===== config.mk =====
export PLATFORM = sky130hd
export DESIGN_NAME = smoothstep_velocity_profile
export DESIGN_NICKNAME = d
export VERILOG_FILES = /design/src/design/svp_pkg.sv /design/src/design/svp_front.sv /design/src/design/svp_fifo.sv /design/src/design/svp_back.sv /design/src/design/smoothstep_velocity_profile.sv
export SDC_FILE = /design/constraint.sdc
export NUM_CORES = 2
export LEC_CHECK = 0
export ABC_AREA = 1
export BUFFER_PORTS_ARGS = -buffer_cell sky130_fd_sc_hd__buf_2
export CAP_MARGIN = 20
export CORE_ASPECT_RATIO = 0.5
export CORE_MARGIN = 3
export CORE_UTILIZATION = 50
export CTS_CLUSTER_SIZE = 10
export DETAILED_ROUTE_END_ITERATION = 8
export HOLD_SLACK_MARGIN = 0.1
export PLACE_DENSITY = 0.65
export SETUP_SLACK_MARGIN = 0.05
export SLEW_MARGIN = 5
export SYNTH_ARGS = -nofsm -noshare
export SYNTH_HDL_FRONTEND = slang
export SYNTH_HIERARCHICAL = 1
export SYNTH_SLANG_ARGS = --single-unit

===== constraint.sdc =====
create_clock -name clk -period 12 [get_ports clk]
set_clock_uncertainty 0.05 [all_clocks]
set_input_delay 0.6 -clock clk [delete_from_list [all_inputs] [get_ports clk]]
set_output_delay 0.6 -clock clk [all_outputs]
set_load 0.005 [all_outputs]

===== src/design/svp_pkg.sv =====
// Shared types and constants for the smoothstep velocity profile.
`timescale 1ns / 1ps
package svp_pkg;
  localparam int KBits = 16;
  localparam logic [16:0] KOne = 17'h10000;
  // Fraction bits of time and markers; the ramp ratio does not depend on it
  localparam int FractionBits = 16;

  localparam logic [2:0] RegHoldEnd  = 3'd0;
  localparam logic [2:0] RegRiseEnd  = 3'd1;
  localparam logic [2:0] RegPeakEnd  = 3'd2;
  localparam logic [2:0] RegFallEnd  = 3'd3;
  localparam logic [2:0] RegHalfEnd  = 3'd4;
  localparam logic [2:0] RegFinalEnd = 3'd5;
  localparam logic [2:0] RegPeak     = 3'd6;

  localparam logic [2:0] SegZero   = 3'd0;
  localparam logic [2:0] SegRise   = 3'd1;
  localparam logic [2:0] SegPeak   = 3'd2;
  localparam logic [2:0] SegFall   = 3'd3;
  localparam logic [2:0] SegHalf   = 3'd4;
  localparam logic [2:0] SegFinal  = 3'd5;
  localparam logic [2:0] SegThreeQ = 3'd6;

  // Back-end unit states
  typedef enum logic [1:0] {
    BE_IDLE,
    BE_DIV,
    BE_POLY,
    BE_DONE
  } be_state_t;
endpackage


===== src/design/svp_front.sv =====
// Front end: segment search and ramp operand set-up.
`timescale 1ns / 1ps
module svp_front #(
  parameter int TW = 24
) (
  input  logic          clk,
  input  logic          rst,
  input  logic          in_valid,
  output logic          in_ready,
  input  logic [TW-1:0] t,
  input  logic [TW-1:0] m0, m1, m2, m3, m4, m5,
  output logic          q_valid,
  input  logic          q_ready,
  output logic [2:0]    q_seg,
  output logic [TW-1:0] q_done,
  output logic [TW-1:0] q_span,
  output logic          q_full
);
  logic [2:0]    seg;
  logic [TW-1:0] a, b;
  logic          ramp;

  // first marker at or above time
  always_comb begin
    if (t <= m0) seg = svp_pkg::SegZero;
    else if (t <= m1) seg = svp_pkg::SegRise;
    else if (t <= m2) seg = svp_pkg::SegPeak;
    else if (t <= m3) seg = svp_pkg::SegFall;
    else if (t <= m4) seg = svp_pkg::SegHalf;
    else if (t <= m5) seg = svp_pkg::SegFinal;
    else seg = svp_pkg::SegThreeQ;
    case (seg)
      svp_pkg::SegRise: begin a = m0; b = m1; ramp = 1'b1; end
      svp_pkg::SegFall: begin a = m2; b = m3; ramp = 1'b1; end
      svp_pkg::SegFinal: begin a = m4; b = m5; ramp = 1'b1; end
      default: begin a = m0; b = m1; ramp = 1'b0; end
    endcase
  end

  // output register; holds while downstream stalls
  assign in_ready = !q_valid || q_ready;
  always_ff @(posedge clk) begin
    if (rst) begin
      q_valid <= 1'b0;
    end else if (in_ready) begin
      q_valid <= in_valid;
    end
  end
  always_ff @(posedge clk) begin
    if (in_ready && in_valid) begin
      q_seg  <= seg;
      q_done <= t - a;
      q_span <= b - a;
      q_full <= !ramp || (b <= a) || (t - a >= b - a);
    end
  end
endmodule


===== src/design/svp_fifo.sv =====
// Two-entry queue between front and back ends.
`timescale 1ns / 1ps
module svp_fifo #(
  parameter int W = 8
) (
  input  logic         clk,
  input  logic         rst,
  input  logic         wr_valid,
  output logic         wr_ready,
  input  logic [W-1:0] wr_data,
  output logic         rd_valid,
  input  logic         rd_ready,
  output logic [W-1:0] rd_data
);
  logic [W-1:0] mem [2];
  logic         wp, rp;
  logic [1:0]   count;
  logic         wr_en, rd_en;

  assign wr_ready = count != 2'd2;
  assign rd_valid = count != 2'd0;
  assign rd_data  = mem[rp];
  assign wr_en    = wr_valid && wr_ready;
  assign rd_en    = rd_valid && rd_ready;

  always_ff @(posedge clk) begin
    if (rst) begin
      wp <= 1'b0;
      rp <= 1'b0;
      count <= 2'd0;
    end else begin
      if (wr_en) wp <= !wp;
      if (rd_en) rp <= !rp;
      count <= count + {1'b0, wr_en} - {1'b0, rd_en};
    end
  end
  always_ff @(posedge clk) begin
    if (wr_en) mem[wp] <= wr_data;
  end
endmodule


===== src/design/svp_back.sv =====
// Back end: restoring divide for k, Horner polynomial, speed scaling.
`timescale 1ns / 1ps
module svp_back #(
  parameter int TW = 24
) (
  input  logic          clk,
  input  logic          rst,
  input  logic          in_valid,
  output logic          in_ready,
  input  logic [2:0]    seg,
  input  logic [TW-1:0] done,
  input  logic [TW-1:0] span,
  input  logic          full,
  input  logic [15:0]   peak,
  output logic          out_valid,
  input  logic          out_ready,
  output logic [15:0]   speed,
  output logic [2:0]    seg_out
);
  svp_pkg::be_state_t state, state_next;
  logic [TW-1:0] rem;
  logic [TW-1:0] dvs;
  logic [16:0]   quo;
  logic [4:0]    cnt;
  logic [2:0]    sg;
  logic [3:0]    pstep;
  logic signed [35:0] acc;   // Horner value / power accumulator
  logic signed [17:0] k5;
  logic signed [17:0] kk;
  logic signed [17:0] mul_b;
  logic signed [53:0] prod;
  logic signed [35:0] pdiv;
  logic [TW:0]   rem_sh;
  logic [TW+1:0] diff;
  logic [18:0]   q;
  logic [16:0]   b;
  logic [34:0]   scaled;
  logic          take;

  // one shared multiplier: k-power chain then Horner
  always_comb begin
    mul_b = (pstep == 4'd9) ? k5 : kk;
    prod = acc * mul_b;
    pdiv = (prod < 0) ? 36'(-((-prod) >>> svp_pkg::KBits))
                      : 36'(prod >>> svp_pkg::KBits);
  end

  assign rem_sh = {rem, 1'b0};
  assign diff = {1'b0, rem_sh} - {2'b0, dvs};
  assign take = in_valid && in_ready;
  assign in_ready = (state == svp_pkg::BE_IDLE);

  always_ff @(posedge clk) begin
    if (rst) state <= svp_pkg::BE_IDLE;
    else state <= state_next;
  end

  always_comb begin
    state_next = state;
    case (state)
      svp_pkg::BE_IDLE: if (in_valid) begin
        state_next = full ? svp_pkg::BE_POLY : svp_pkg::BE_DIV;
      end
      svp_pkg::BE_DIV: if (cnt == 5'd0) state_next = svp_pkg::BE_POLY;
      svp_pkg::BE_POLY: if (pstep == 4'd10) state_next = svp_pkg::BE_DONE;
      svp_pkg::BE_DONE: if (!out_valid || out_ready) state_next = svp_pkg::BE_IDLE;
      default: state_next = svp_pkg::BE_IDLE;
    endcase
  end

  // datapath
  always_ff @(posedge clk) begin
    case (state)
      svp_pkg::BE_IDLE: if (take) begin
        sg <= seg;
        rem <= done;
        dvs <= span;
        quo <= '0;
        cnt <= 5'd16;
        pstep <= 4'd0;
        if (full) begin
          kk <= 18'(svp_pkg::KOne);
          acc <= 36'(svp_pkg::KOne);
        end
      end
      svp_pkg::BE_DIV: begin
        // done < span, so 16 quotient bits give k in Q0.16
        if (cnt != 5'd0) begin
          if (!diff[TW+1]) begin
            rem <= diff[TW-1:0];
            quo <= {quo[15:0], 1'b1};
          end else begin
            rem <= rem_sh[TW-1:0];
            quo <= {quo[15:0], 1'b0};
          end
          cnt <= cnt - 5'd1;
        end else begin
          kk <= {1'b0, quo};
          acc <= {19'd0, quo};
        end
      end
      svp_pkg::BE_POLY: begin
        // steps 0-3: k^2..k^5, step 3 also starts h=-126; 4-8 Horner; 9: times k^5
        case (pstep)
          4'd0, 4'd1, 4'd2: acc <= pdiv;
          4'd3: begin k5 <= pdiv[17:0]; acc <= -36'sd126 <<< svp_pkg::KBits; end
          4'd4: acc <= pdiv + (36'sd700 <<< svp_pkg::KBits);
          4'd5: acc <= pdiv - (36'sd1575 <<< svp_pkg::KBits);
          4'd6: acc <= pdiv + (36'sd1800 <<< svp_pkg::KBits);
          4'd7: acc <= pdiv - (36'sd1050 <<< svp_pkg::KBits);
          4'd8: acc <= pdiv + (36'sd252 <<< svp_pkg::KBits);
          4'd9: acc <= pdiv;
          default: acc <= acc;
        endcase
        pstep <= pstep + 4'd1;
      end
      default: ;
    endcase
  end

  // level and speed scaling
  always_comb begin
    if (acc < 0) b = '0;
    else if (acc > 36'sd65536) b = svp_pkg::KOne;
    else b = acc[16:0];
    case (sg)
      svp_pkg::SegZero: q = '0;
      svp_pkg::SegRise: q = {b, 2'b00};
      svp_pkg::SegPeak: q = 19'h40000;
      svp_pkg::SegFall: q = 19'h40000 - {1'b0, b, 1'b0};
      svp_pkg::SegHalf: q = 19'h20000;
      svp_pkg::SegFinal: q = 19'h20000 + {2'b00, b};
      default: q = 19'h30000;
    endcase
    scaled = (35'(peak) * 35'(q) + 35'h20000) >> 18;
  end

  always_ff @(posedge clk) begin
    if (rst) begin
      out_valid <= 1'b0;
    end else begin
      if (out_ready) out_valid <= 1'b0;
      if (state == svp_pkg::BE_DONE && (!out_valid || out_ready)) out_valid <= 1'b1;
    end
  end
  always_ff @(posedge clk) begin
    if (state == svp_pkg::BE_DONE && (!out_valid || out_ready)) begin
      speed <= (scaled > 35'd65535) ? 16'hFFFF : scaled[15:0];
      seg_out <= sg;
    end
  end
endmodule


===== src/design/smoothstep_velocity_profile.sv =====
// Top level: registers, front end, queue, back end.
//
//  channel | signals                                        | transfer when
//  input   | in_valid, in_ready, time_s                     | in_valid & in_ready
//  output  | out_valid, out_ready, speed_rpm, segment_index | out_valid & out_ready
//  config  | cfg_we, cfg_index, cfg_data                    | cfg_we
//
// The back end takes a ramp item, runs the divider, then the shared multiplier,
// then registers the result; a hold item skips the divider. Each item passes
// the front register and the queue on its way from transfer in to result valid.
// Up to three items wait ahead of the back end; the back end stalls while its
// result is not taken. Reset restores register defaults.
`timescale 1ns / 1ps
module smoothstep_velocity_profile #(
  parameter int TIME_WIDTH = 24
) (
  input  logic                  clk,
  input  logic                  rst,
  input  logic                  in_valid,
  output logic                  in_ready,
  input  logic [TIME_WIDTH-1:0] time_s,
  output logic                  out_valid,
  input  logic                  out_ready,
  output logic [15:0]           speed_rpm,
  output logic [2:0]            segment_index,
  input  logic                  cfg_we,
  input  logic [2:0]            cfg_index,
  input  logic [TIME_WIDTH-1:0] cfg_data
);
  localparam int QW = 3 + 2 * TIME_WIDTH + 1;

  logic [TIME_WIDTH-1:0] m0, m1, m2, m3, m4, m5;
  logic [15:0] peak_speed;

  // configuration registers
  always_ff @(posedge clk) begin
    if (rst) begin
      m0 <= TIME_WIDTH'(79438);
      m1 <= TIME_WIDTH'(397188);
      m2 <= TIME_WIDTH'(1191564);
      m3 <= TIME_WIDTH'(1747627);
      m4 <= TIME_WIDTH'(2541991);
      m5 <= TIME_WIDTH'(2621440);
      peak_speed <= 16'd14668;
    end else if (cfg_we) begin
      case (cfg_index)
        svp_pkg::RegHoldEnd:  m0 <= cfg_data;
        svp_pkg::RegRiseEnd:  m1 <= cfg_data;
        svp_pkg::RegPeakEnd:  m2 <= cfg_data;
        svp_pkg::RegFallEnd:  m3 <= cfg_data;
        svp_pkg::RegHalfEnd:  m4 <= cfg_data;
        svp_pkg::RegFinalEnd: m5 <= cfg_data;
        svp_pkg::RegPeak:     peak_speed <= cfg_data[15:0];
        default: ;
      endcase
    end
  end

  logic f_valid, f_ready, f_full;
  logic [2:0] f_seg;
  logic [TIME_WIDTH-1:0] f_done, f_span;

  svp_front #(.TW(TIME_WIDTH)) u_front (
    .clk, .rst, .in_valid, .in_ready, .t(time_s),
    .m0, .m1, .m2, .m3, .m4, .m5,
    .q_valid(f_valid), .q_ready(f_ready), .q_seg(f_seg),
    .q_done(f_done), .q_span(f_span), .q_full(f_full)
  );

  logic b_valid, b_ready;
  logic [QW-1:0] b_data;

  svp_fifo #(.W(QW)) u_fifo (
    .clk, .rst,
    .wr_valid(f_valid), .wr_ready(f_ready),
    .wr_data({f_seg, f_done, f_span, f_full}),
    .rd_valid(b_valid), .rd_ready(b_ready), .rd_data(b_data)
  );

  svp_back #(.TW(TIME_WIDTH)) u_back (
    .clk, .rst,
    .in_valid(b_valid), .in_ready(b_ready),
    .seg(b_data[QW-1 -: 3]),
    .done(b_data[2*TIME_WIDTH -: TIME_WIDTH]),
    .span(b_data[TIME_WIDTH:1]),
    .full(b_data[0]),
    .peak(peak_speed),
    .out_valid, .out_ready,
    .speed(speed_rpm), .seg_out(segment_index)
  );
endmodule

==> run_summary.xml <==
<?xml version="1.0" encoding="UTF-8"?>
<metrics>
  <group name="synth">
    <metric name="flops_latches_synth" unit="">492</metric>
    <metric name="synthDistinctLibCells" unit="">73</metric>
    <metric name="yosys.area_share.adder" unit="%">34.6</metric>
    <metric name="dominantRegCellSynth" unit="">sky130_fd_sc_hd__edfxtp_1</metric>
    <metric name="synth_compound_area_share" unit="%">5.93</metric>
    <metric name="yosys-mux-area-fraction" unit="%">1.14</metric>
    <metric name="syn_area_per_cell" unit="um^2">7.60</metric>
    <metric name="synth_edf_count" unit="">323</metric>
    <metric name="synth.net_count" unit="">10300</metric>
    <metric name="synth-xor-area-share" unit="%">1.29</metric>
    <metric name="synth_area" unit="mm^2">0.0677</metric>
    <metric name="yosysSeqAreaShare" unit="%">19.3</metric>
    <metric name="synth_simple_gate_area_share" unit="%">25.8</metric>
    <metric name="synth_top_family_by_area" unit="">adder cells</metric>
    <metric name="postSynth.asyncResetShare" unit="%">0</metric>
    <metric name="post_synthesis_cells" unit="">8912</metric>
    <metric name="yosysWarnings" unit="">6</metric>
  </group>
  <group name="clock_network">
    <metric name="worst_setup_hold_path_clk_slew" unit="ns">0.06</metric>
    <metric name="cts-buffers-inserted" unit="">58</metric>
    <metric name="cts-htree-levels" unit="">2</metric>
    <metric name="cts_tree" unit="">done</metric>
    <metric name="cts_post_setup_buffers_inserted" unit="">0</metric>
    <metric name="cts_root_buf" unit="">sky130_fd_sc_hd__clkbuf_16</metric>
    <metric name="clk-insertion-delay-late" unit="ns">0.67</metric>
    <metric name="cts_sinks" unit="">492</metric>
    <metric name="cts.path.max_buffers" unit="">3</metric>
  </group>
  <group name="global_routing">
    <metric name="grt_antenna_before_repair" unit="">2</metric>
    <metric name="grt_pass1_wl" unit="um">343000</metric>
    <metric name="grt_start_max_net_pins" unit="">84</metric>
    <metric name="groute.usage.overall" unit="%">31.6</metric>
    <metric name="globalRoute.totalOverflow" unit="">0</metric>
    <metric name="first_global_vias" unit="">58500</metric>
  </group>
  <group name="layout">
    <metric name="n_antenna_cell" unit="">0</metric>
    <metric name="area_delta_synth_final" unit="%">6.56</metric>
    <metric name="mostFrequentLayoutCells" unit="">sky130_fd_sc_hd__nand2_1 (2224), sky130_fd_sc_hd__inv_1 (1781), sky130_fd_sc_hd__nor2_1 (970), sky130_fd_sc_hd__fa_1 (853), sky130_fd_sc_hd__ha_1 (509)</metric>
    <metric name="post_route_cells_drive_above_1_share" unit="%">7.60</metric>
    <metric name="final_common_cell" unit="">sky130_fd_sc_hd__nand2_1</metric>
    <metric name="final_net_count" unit="">10300</metric>
  </group>
  <group name="route">
    <metric name="routed_wl" unit="um">221000</metric>
    <metric name="route.antenna.remaining_nets" unit="">0</metric>
    <metric name="detail_route.first_pass.iterations" unit="">6</metric>
    <metric name="route.detailed.drc" unit="">0</metric>
    <metric name="detail_route.wl_per_cell" unit="um">20.6</metric>
    <metric name="vias_per_cell" unit="">5.47</metric>
    <metric name="dr.first_iter.drc_count" unit="">5673</metric>
    <metric name="dr_total_vias" unit="">58800</metric>
  </group>
  <group name="timing">
    <metric name="hold_viol_final" unit="">0</metric>
    <metric name="achievable_frequency" unit="MHz">89.4</metric>
    <metric name="final_max_slew_viol_count" unit="">0</metric>
    <metric name="relSlewSlack" unit="%">16.8</metric>
    <metric name="totalNegativeSetupSlack" unit="ns">0</metric>
    <metric name="final.period_utilization" unit="%">93.3</metric>
    <metric name="setup-violations-final" unit="">0</metric>
    <metric name="grt_setup_unrepaired" unit="">no</metric>
    <metric name="layout_min_cycle_time" unit="ns">11.19</metric>
    <metric name="tightest_slew" unit="ns">1.25</metric>
  </group>
  <group name="setup_path">
    <metric name="worst-path-max-fanout" unit="">15</metric>
    <metric name="worst-setup-path-type" unit="">register to register</metric>
    <metric name="worst_ep_arrival_time" unit="ns">11.48</metric>
    <metric name="most_common_cell_type_on_the_critical_path" unit="">sky130_fd_sc_hd__nand2_1</metric>
    <metric name="element_type_at_the_critical_path_end" unit="">register</metric>
    <metric name="critical_path.max_stage_delay" unit="ns">0.55</metric>
    <metric name="cp_data_required_time" unit="ns">12.29</metric>
    <metric name="critical_path.startpoint_type" unit="">register</metric>
    <metric name="cpMaxStageDelayCell" unit="">sky130_fd_sc_hd__fa_1</metric>
  </group>
  <group name="die">
    <metric name="initial_core_util" unit="%">50.9</metric>
    <metric name="top_level_ports" unit="">77</metric>
    <metric name="placement_rows" unit="">94</metric>
    <metric name="die-area" unit="mm^2">0.140</metric>
    <metric name="floorplan.die.height" unit="um">266</metric>
    <metric name="placeableCoreArea" unit="mm^2">0.133</metric>
    <metric name="width_of_the_die" unit="um">527</metric>
  </group>
  <group name="placement">
    <metric name="finalWeightedCongestion" unit="">0.998</metric>
    <metric name="detailed_placement_wirelength_estimate" unit="um">175000</metric>
    <metric name="port_buffers" unit="">76</metric>
  </group>
  <group name="min_path">
    <metric name="min_path_type" unit="">input pin to register</metric>
  </group>
  <group name="status">
    <metric name="run_status" unit="">completed</metric>
  </group>
  <group name="run">
    <metric name="max_cap_check_violation_count" unit="">0</metric>
  </group>
</metrics>
cell type report:
| class | count | area, um^2 |
|---|---|---|
| tap | 1776 | 2220 |
| clock buffer | 85 | 1580 |
| clock inverter | 11 | 159 |
| sequential | 492 | 13100 |
| fill | 13000 | 60800 |
| multi-input combinational | 6314 | 46700 |
| timing repair buffer | 214 | 1500 |
| inverter | 1847 | 6950 |
kinds of logic after synthesis:
kind of cell / Yosys count
flops: 492
simple gates: 4107
fa+ha+maj: 1362
buf+inv: 2106
xor+xnor: 98
mux: 52
compound gates: 695
synth_stat cells, types with 45 or more instances:
cell type / number / share of area (%)
sky130_fd_sc_hd__fa_1: 853 / 25
sky130_fd_sc_hd__o22ai_1: 45 / 0.42
sky130_fd_sc_hd__nand2_2: 101 / 0.93
sky130_fd_sc_hd__ha_1: 509 / 9.4
sky130_fd_sc_hd__nand3_1: 463 / 3.4
sky130_fd_sc_hd__a21oi_1: 301 / 2.2
sky130_fd_sc_hd__nor2_1: 975 / 5.4
sky130_fd_sc_hd__clkbuf_1: 191 / 1.1
sky130_fd_sc_hd__nor2_2: 63 / 0.58
sky130_fd_sc_hd__o21ai_0: 160 / 1.2
sky130_fd_sc_hd__nand4_1: 89 / 0.82
sky130_fd_sc_hd__edfxtp_1: 323 / 14
sky130_fd_sc_hd__inv_1: 1782 / 9.9
sky130_fd_sc_hd__dfxtp_1: 169 / 5.0
sky130_fd_sc_hd__nand2_1: 2225 / 12
sky130_fd_sc_hd__mux2_4: 50 / 1.1
sky130_fd_sc_hd__xor2_1: 53 / 0.69
what timing repair did:
action | CTS | global route
gates resized for setup | 0 | 5
endpoints found under the setup margin | 0 | 12
hold buffers | 1 | 0
endpoints found under the hold margin | 1 | 0
registers in the layout, indices dropped and copies added, names as in the netlist, 4 cells and up, named ones only:
register        flops
u_back/pstep        4
m2                 24
u_back/dvs         24
m4                 24
u_back/quo         17
u_back/cnt          5
m0                 24
m5                 24
u_back/rem         24
u_back/acc         36
m3                 24
u_back/speed       16
u_front/q_done     24
peak_speed         16
u_front/q_span     24
u_back/kk          17
u_back/k5          18
u_fifo/mem        104
m1                 24
per-layer routing:
layer	vias to the layer above	track usage, %	routed length, um	share of wire [%]
met5	-	0	13	0.0059
met4	2	11.8	9380	4.2
met3	477	4.94	18600	8.4
met2	2462	52.0	101000	46
met1	28500	42.5	92000	42
li1	27400	-	-	-
worst paths after layout:
kind / startpoint / endpoint / slack [ns] / cells after the start
hold / removal: cfg_data[21] / m4[21] / 0.13 / 3
hold reg to reg: u_front/q_seg[0] / u_fifo/mem[0][49] / 0.35 / 0
setup / recovery: u_back/pstep[0] / u_back/acc[33] / 0.81 / 54
setup reg to reg: u_back/pstep[0] / u_back/acc[33] / 0.81 / 54
worst max-delay path, delay by kind of cell, from the launching register on:
family | cells | cell delay [ns]
and+or+nand+nor | 31 | 4.20
adders and majority gates | 9 | 4.09
buffers and inverters | 12 | 1.80
DFF | 1 | 0.44
AOI/OAI and AO/OA | 2 | 0.32
stage by stage:
stage	util (%)	hold slack (ns)	setup WS [ns]	cells	cell area [um^2]
5_1_grt	54.3	0.130	0.137	10700	72200
3_3_place_gp	52.9	0.372	0.637	10600	70400
3_5_place_dp	52.9	0.380	0.663	10600	70400
4_1_cts	54.2	0.101	0.654	10700	72100
6_report	54.3	0.126	0.808	10700	72200
2_1_floorplan	-	0.371	2.71	8912	67700
Power is left out: the tool's default activity adds up to more than one toggle a clock period on the data nets, which glitch-free logic cannot reach.
